## config.mk

```make
export PLATFORM = sky130hd
export DESIGN_NAME = console_io_port_glue_top
export DESIGN_NICKNAME = d
export VERILOG_FILES = /design/src/cipg_pkg.sv /design/src/cipg_pad_read.sv /design/src/cipg_port_ctrl.sv /design/src/console_io_port_glue_top.sv
export SDC_FILE = /design/constraint.sdc
export NUM_CORES = 1
export LEC_CHECK = 0
export ABC_CLOCK_PERIOD_IN_PS = 2500
export BUFFER_PORTS_ARGS = -buffer_cell sky130_fd_sc_hd__buf_2
export CAP_MARGIN = 15
export CORE_MARGIN = 1.5
export CORE_UTILIZATION = 26
export DETAILED_ROUTE_END_ITERATION = 10
export PLACE_DENSITY = 0.46
export SETUP_SLACK_MARGIN = 0.5
export SLEW_MARGIN = 0
export SYNTH_ARGS = -nofsm -noshare
export SYNTH_HDL_FRONTEND = slang
export SYNTH_SLANG_ARGS = --single-unit
```

## constraint.sdc

```tcl
create_clock -name i_clk -period 2.5 [get_ports i_clk]
set_clock_uncertainty 0.15 [all_clocks]
set_input_delay 0.5 -clock i_clk [delete_from_list [all_inputs] [get_ports i_clk]]
set_output_delay 0.5 -clock i_clk [all_outputs]
set_load 0.01 [all_outputs]
```

## src/cipg_pkg.sv

```systemverilog
// Package for the console I/O port glue: request/result payload types,
// port group codes and keypad code table. No dependencies.

package cipg_pkg;

    // Access kinds
    localparam logic CMD_READ  = 1'b0;
    localparam logic CMD_WRITE = 1'b1;

    // Port groups, port[7:5]
    localparam logic [2:0] GRP_MAP    = 3'd3;
    localparam logic [2:0] GRP_MODE_J = 3'd4;
    localparam logic [2:0] GRP_MODE_K = 3'd6;
    localparam logic [2:0] GRP_PAD    = 3'd7;

    localparam logic [7:0] OPEN_BUS   = 8'hFF;
    localparam logic [7:0] JOY_BASE   = 8'h30;

    localparam int NUM_KEYS = 12;

    typedef struct packed {
        logic        command;
        logic [7:0]  port;
        logic [7:0]  write_data;
        logic [15:0] pad_a_state;
        logic [15:0] pad_b_state;
        logic [11:0] keys_a;
        logic [11:0] keys_b;
    } t_in;

    typedef struct packed {
        logic [7:0] read_data;
        logic [1:0] page0_slot;
        logic [1:0] page1_slot;
        logic [1:0] page2_slot;
        logic [1:0] page3_slot;
    } t_out;

    // Keypad codes in key order 0..9, star, hash
    function automatic logic [3:0] key_code(input logic [3:0] idx);
        logic [3:0] code;
        case (idx)
            4'd0:    code = 4'hA;
            4'd1:    code = 4'hD;
            4'd2:    code = 4'h7;
            4'd3:    code = 4'hC;
            4'd4:    code = 4'h2;
            4'd5:    code = 4'h3;
            4'd6:    code = 4'hE;
            4'd7:    code = 4'h5;
            4'd8:    code = 4'h1;
            4'd9:    code = 4'hB;
            4'd10:   code = 4'h9;
            4'd11:   code = 4'h6;
            default: code = 4'h0;
        endcase
        return code;
    endfunction

    // Memory-map byte to packed page slots (page i in bits 2i+1..2i)
    function automatic logic [7:0] decode_banks(input logic [7:0] v);
        logic [7:0] lo;
        logic [7:0] hi;
        if (!v[0])      lo = 8'h00;
        else if (!v[1]) lo = 8'h05;
        else if (!v[2]) lo = 8'h0F;
        else            lo = 8'h0A;
        if (!v[3])      hi = 8'h50;
        else if (!v[4]) hi = 8'hA0;
        else if (!v[5]) hi = 8'hF0;
        else            hi = 8'h00;
        return lo | hi;
    endfunction

endpackage

```

## src/cipg_pad_read.sv

```systemverilog
// Controller read remap: joystick bits, or fire bits plus keypad code.
// Depends on cipg_pkg.

module cipg_pad_read (
    input  logic        i_joy_mode,
    input  logic [15:0] i_state,
    input  logic [11:0] i_keys,
    output logic [7:0]  o_data
);
    import cipg_pkg::*;

    logic [11:0] lowest;
    logic [3:0]  code;
    logic [7:0]  joy;
    logic [7:0]  fire;

    // Isolate lowest pressed key, then OR in its code
    assign lowest = i_keys & (~i_keys + 12'd1);

    always_comb begin
        code = 4'h0;
        for (int i = 0; i < NUM_KEYS; i++) begin
            if (lowest[i]) begin
                code = code | key_code(4'(i));
            end
        end
    end

    // Joystick mode layout
    assign joy = JOY_BASE
               | {1'b0, i_state[4], 1'b0, i_state[8],
                  i_state[2], i_state[1], i_state[3], i_state[0]};

    // Keypad mode fire bits
    always_comb begin
        fire = {1'b0, i_state[5], i_state[9], i_state[8], 4'h0};
        if (i_state[6]) fire = fire | 8'h0D;
        if (i_state[7]) fire = fire | 8'h0B;
    end

    assign o_data = i_joy_mode ? joy : (fire | {4'h0, code});

endmodule

```

## src/cipg_port_ctrl.sv

```systemverilog
// Port decode and state: memory-map register, page slots, controller mode.
// Depends on cipg_pkg and cipg_pad_read.

module cipg_port_ctrl (
    input  logic           i_clk,
    input  logic           i_rst_n,
    input  logic           i_adv,
    input  cipg_pkg::t_in  i_req,
    output cipg_pkg::t_out o_result
);
    import cipg_pkg::*;

    logic [7:0] r_map;
    logic [7:0] r_slots;
    logic       r_joy_mode;
    logic [7:0] n_map;
    logic [7:0] n_slots;
    logic       n_joy_mode;

    logic [2:0]  group;
    logic        pad_sel;
    logic [15:0] pad_state;
    logic [11:0] pad_keys;
    logic [7:0]  pad_data;
    logic [7:0]  rd;

    assign group     = i_req.port[7:5];
    assign pad_sel   = i_req.port[1];
    assign pad_state = pad_sel ? i_req.pad_b_state : i_req.pad_a_state;
    assign pad_keys  = pad_sel ? i_req.keys_b : i_req.keys_a;

    cipg_pad_read u_pad (
        .i_joy_mode (r_joy_mode),
        .i_state    (pad_state),
        .i_keys     (pad_keys),
        .o_data     (pad_data)
    );

    // Next state and read data for the request in the input stage
    always_comb begin
        n_map      = r_map;
        n_slots    = r_slots;
        n_joy_mode = r_joy_mode;
        rd         = OPEN_BUS;
        if (i_req.command == CMD_WRITE) begin
            rd = 8'h00;
            if (group == GRP_MAP) begin
                n_map   = i_req.write_data;
                n_slots = decode_banks(i_req.write_data);
            end else if (group == GRP_MODE_J || group == GRP_MODE_K) begin
                n_joy_mode = i_req.port[6];
            end
        end else begin
            if (group == GRP_MAP) begin
                rd = r_map;
            end else if (group == GRP_PAD) begin
                rd = pad_data;
            end
        end
    end

    // State commits when the request moves to the result register
    always_ff @(posedge i_clk) begin
        if (!i_rst_n) begin
            r_map      <= 8'h00;
            r_slots    <= 8'h00;
            r_joy_mode <= 1'b0;
        end else if (i_adv) begin
            r_map      <= n_map;
            r_slots    <= n_slots;
            r_joy_mode <= n_joy_mode;
        end
    end

    // Slots reported after this request's update
    assign o_result.read_data  = rd;
    assign o_result.page0_slot = n_slots[1:0];
    assign o_result.page1_slot = n_slots[3:2];
    assign o_result.page2_slot = n_slots[5:4];
    assign o_result.page3_slot = n_slots[7:6];

endmodule

```

## src/console_io_port_glue_top.sv

```systemverilog
// Channel   | valid       | ready       | payload
// ----------+-------------+-------------+--------------------------
// request   | i_in_valid  | o_in_ready  | i_in_data  (cipg_pkg::t_in)
// result    | o_out_valid | i_out_ready | o_out_data (cipg_pkg::t_out)
//
// One request per cycle sustained while results are taken; a request passes
// the input register, decode and the result register. Map/mode state commits
// as a request enters the result register. A stalled result holds while the
// input register still takes one more request. Synchronous reset empties both
// stages and clears the map register, page slots and controller mode.
// Depends on cipg_pkg and cipg_port_ctrl.

module console_io_port_glue_top (
    input  logic           i_clk,
    input  logic           i_rst_n,
    input  logic           i_in_valid,
    output logic           o_in_ready,
    input  cipg_pkg::t_in  i_in_data,
    output logic           o_out_valid,
    input  logic           i_out_ready,
    output cipg_pkg::t_out o_out_data
);
    import cipg_pkg::*;

    logic r_in_vld;
    t_in  r_in;
    logic r_out_vld;
    t_out r_out;
    t_out result;
    logic adv;

    assign adv        = r_in_vld && (!r_out_vld || i_out_ready);
    assign o_in_ready = !r_in_vld || adv;

    cipg_port_ctrl u_ctrl (
        .i_clk    (i_clk),
        .i_rst_n  (i_rst_n),
        .i_adv    (adv),
        .i_req    (r_in),
        .o_result (result)
    );

    // Input stage
    always_ff @(posedge i_clk) begin
        if (!i_rst_n) begin
            r_in_vld <= 1'b0;
        end else if (o_in_ready) begin
            r_in_vld <= i_in_valid;
        end
    end

    always_ff @(posedge i_clk) begin
        if (i_in_valid && o_in_ready) begin
            r_in <= i_in_data;
        end
    end

    // Result stage
    always_ff @(posedge i_clk) begin
        if (!i_rst_n) begin
            r_out_vld <= 1'b0;
        end else if (adv) begin
            r_out_vld <= 1'b1;
        end else if (i_out_ready) begin
            r_out_vld <= 1'b0;
        end
    end

    always_ff @(posedge i_clk) begin
        if (adv) begin
            r_out <= result;
        end
    end

    assign o_out_valid = r_out_vld;
    assign o_out_data  = r_out;

endmodule

```

==> summary.md <==
| Metric | Value |
|---|---|
| Final HPWL from detailed placement | `5829 µm` |
| Worst Slack Setup Final | `245.3 ps` |
| Largest net degree at the start of global routing | `42` |
| Number of antenna violations at the first check in global routing | `0` |
| Count of placed standard cells including taps | `535` |
| Run status | `finished clean` |
| Origin of the worst min-delay path | `i_in_data[29]` |
| Cells on Worst Hold Path | `1` |
| RSZ-0062 raised after global routing | `true` |
| Antenna diode count | `0` |
| Critical Setup Path Class | `reg2reg` |
| Period utilization | `0.9019` |
| Lkg Pwr | `1.840 nW` |
| Leading register cell type out of synthesis | `sky130_fd_sc_hd__edfxtp_1` |
| Most frequently used cell type in the post-synthesis netlist | `sky130_fd_sc_hd__edfxtp_1` |
| Arrival time at the worst endpoint | `2270 ps` |
| Area growth from synthesis to layout | `31.28%` |
| Most common library cells after synthesis | `sky130_fd_sc_hd__edfxtp_1 (73), sky130_fd_sc_hd__nand2_1 (39), sky130_fd_sc_hd__nor2_1 (21), sky130_fd_sc_hd__dfxtp_1 (19), sky130_fd_sc_hd__a21oi_1 (15)` |
| Total number of H-tree levels | `3` |
| Hold EP | `r_in[29]` |
| Met1 track utilization from global routing | `0.1622` |
| Core Region | `13830 µm²` |
| Clk pin slew, worst setup/hold paths | `60 ps` |
| Sequential share of the synthesized area | `0.7005` |
| First DRT Iteration DRCs | `108` |
| Nets@finish | `454` |
| First-pass GRT wire length | `12320 µm` |
| Die Area | `14850 µm²` |
| Met2 usage | `0.1580` |
| FMAX | `0.4435 GHz` |
| Remaining routing DRC violations | `0` |
| Final-report hold violation count | `0` |
| Clock Tree Root | `sky130_fd_sc_hd__clkbuf_16` |
| Simple-gate share of the synthesized area | `0.1366` |
| Post-Place Worst Slack | `103.6 ps` |
| Main area contributors after synthesis | `sky130_fd_sc_hd__edfxtp_1 (60%), sky130_fd_sc_hd__dfxtp_1 (10%), sky130_fd_sc_hd__nand2_1 (4.0%), sky130_fd_sc_hd__a21boi_0 (2.7%), sky130_fd_sc_hd__mux2i_1 (2.2%)` |
| Port Buffer Count | `78` |
| Number of sinks driven by the clock tree | `92` |
| Clock latency on the worst-skew pair | `340 ps` |
| Synth cell types | `41` |
| Syn_area_per_cell | `13.21 µm²` |
| Synth Area in Compound Gates | `0.1066` |
| Max-slew violations | `0` |
| Worst min path class | `in2reg` |
| Power per cell area | `696.8 nW/µm²` |
| Placed instance area | `4345 µm²` |
| Boundary pin count | `95` |
| Met3 routing resource usage after global routing | `0.02575` |
| Post-synthesis mux area share | `0.04020` |
| Final setup viols | `0` |
| Adder and majority cell fraction of the synthesized area | `0` |
| Share of post-route cells with drive strength above 1 | `0.3377` |
| Yosys top cell by area | `sky130_fd_sc_hd__edfxtp_1` |
| Synth warnings | `0` |
| Vias in the first global route | `2362` |
| Final weighted congestion of routability-driven global placement | `0.7335` |
| Total number of vias | `2436` |
| Time the final worst path needs with I/O delays and setup | `2255 ps` |
| Worst-Margin Slew | `442.6 ps` |
| Placement row count | `43` |
| Floorplan die width | `121.8 µm` |
| All-layer global routing usage | `0.1129` |
| EDFF count, synth | `73` |
| Post-synth top area share | `0.5969` |
| Drt total wl | `8006 µm` |
| Tightest slew margin relative to the limit | `0.7022` |
| Post-detailed-route count of antenna-violating nets | `0` |
| Flip-flop and latch count after synthesis | `92` |
| Element type at the critical path end | `flip-flop` |
| Total of max-cap violations | `0` |
| CTS tree | `done` |
| Post-Syn Nets | `355` |
| Reg-to-reg slack, setup | `250 ps` |
| Largest family of logic cells by synthesized area | `simple AND/OR/NAND/NOR gates` |
| Initial core utilization | `0.2656` |
| Vias per cell | `4.335` |
| Peak supply drop | `0.3138 mV` |
| Required @ worst endpoint | `2520 ps` |
| Share of the synthesized netlist area taken by xor and xnor gates | `0` |
| Total CTS buffers | `9` |
| Router iterations before antenna repair | `4` |
| Depth of the most critical reg-to-reg path | `8` |
| Sum Neg Setup Slack | `0 ps` |
| Startpoint type of the worst setup path | `flip-flop` |
| Number of standard cells in the final layout excluding fillers | `562` |
| Filler Cells Inserted | `1373` |
| Per-cell routed wire length | `14.25 µm` |
| Routing layer with the top usage in global route | `met1` |
| Die height | `121.8 µm` |
| Share of async-settable or async-resettable flops after synthesis | `0` |
| Post-synthesis cell count | `278` |
| Max FO, Critical Path | `6` |
| Global-route congestion overflow total | `0` |
| Post-CTS Hold Buffers | `0` |
| End of the worst register-to-register path | `o_out_data[9]` |
| Startpoint of the most critical register-to-register path | `r_in[65]` |
| Cell area after synthesis | `3672 µm²` |
| Post-layout instance area | `4821 µm²` |
| Number of buffers on the longest clock path | `2` |
[routing by layer]
metal,vias to the layer above,share of wire
met5,-,0
met4,0,0.027
met3,16,0.045
met2,73,0.42
met1,1111,0.51
li1,1236,-
[report_power, final]
part	leakage [nW]	total, mW	switching, mW	internal, mW
clock	0.144	1.34	0.557	0.781
sequential	0.867	1.77	0.0365	1.73
combinational	0.829	0.253	0.129	0.125
[per-stage QoR]
stage,total power [mW],hold WS (ps),util
finish,3.359,183.2,0.3487
global route,3.497,167.5,0.3487
CTS,3.398,164.4,0.3418
detailed placement,2.026,307.3,0.3143
global placement,2.022,300.4,0.3143
floorplan,1.909,290.3,-
[cell type report]
cell class,count,area [µm²],share of cell area
multi-input combinational,172,1104,0.2289
timing repair buffer,97,606.8,0.1259
clock inverter,5,61.31,0.01272
sequential,92,2572,0.5336
tap,180,225.2,0.04672
clock buffer,11,232.7,0.04827
inverter,5,18.77,0.003893
[worst max path at each step]
stage,from,endpoint,slack [ps],cells after the start
6_report,r_in[65],o_out_data[9],250,8
4_1_cts,r_in[65],o_out_data[10],260,8
5_1_grt,r_in[65],o_out_data[9],160,8
2_1_floorplan,r_in[15],o_out_data[10],500,5
3_3_place_gp,r_in[65],o_out_data[10],120,6
3_5_place_dp,r_in[65],o_out_data[10],100,6
[critical path, cell delays in order, from the launching register on]
cell                       delay, ps
sky130_fd_sc_hd__edfxtp_1        390
sky130_fd_sc_hd__buf_6           160
sky130_fd_sc_hd__buf_12          130
sky130_fd_sc_hd__or3_4           340
sky130_fd_sc_hd__a222oi_1        230
sky130_fd_sc_hd__buf_4           190
sky130_fd_sc_hd__o21a_1          160
sky130_fd_sc_hd__o22ai_1          80
sky130_fd_sc_hd__a311oi_1        250
[sequential cells by signal (all words and copies together) (netlist names)]
register,count
u_ctrl.r_map,8
o_out_valid,1
r_in_vld,1
u_ctrl.r_slots,8
o_out_data,16
u_ctrl.r_joy_mode,1
r_in,57
[cell families (layout without fill, tap and decap cells)]
logic type	count (synthesis)	count (layout)
compound gates	56	56
flops	92	92
simple gates	103	103
mux	13	13
buf+inv	14	118
[placed cells by master, fill, tap and decap left out, drive strengths merged, types with 8 or more instances in the layout]
master / synthesis / routed
edfxtp: 73 / 73
mux2i: 8 / 8
nor2: 21 / 21
nor2b: 8 / 8
clkbuf: 6 / 11
a21oi: 15 / 15
a21boi: 13 / 13
buf: 3 / 96
dfxtp: 19 / 19
nand2: 39 / 39
[what timing repair did]
item,in CTS,in global routing
pin swaps,5,8
resized for setup,4,12
endpoints found under the setup margin,7,20
gates cloned,1,0
setup buffers,6,4
Note: power is estimated with default switching activity, not from simulation.
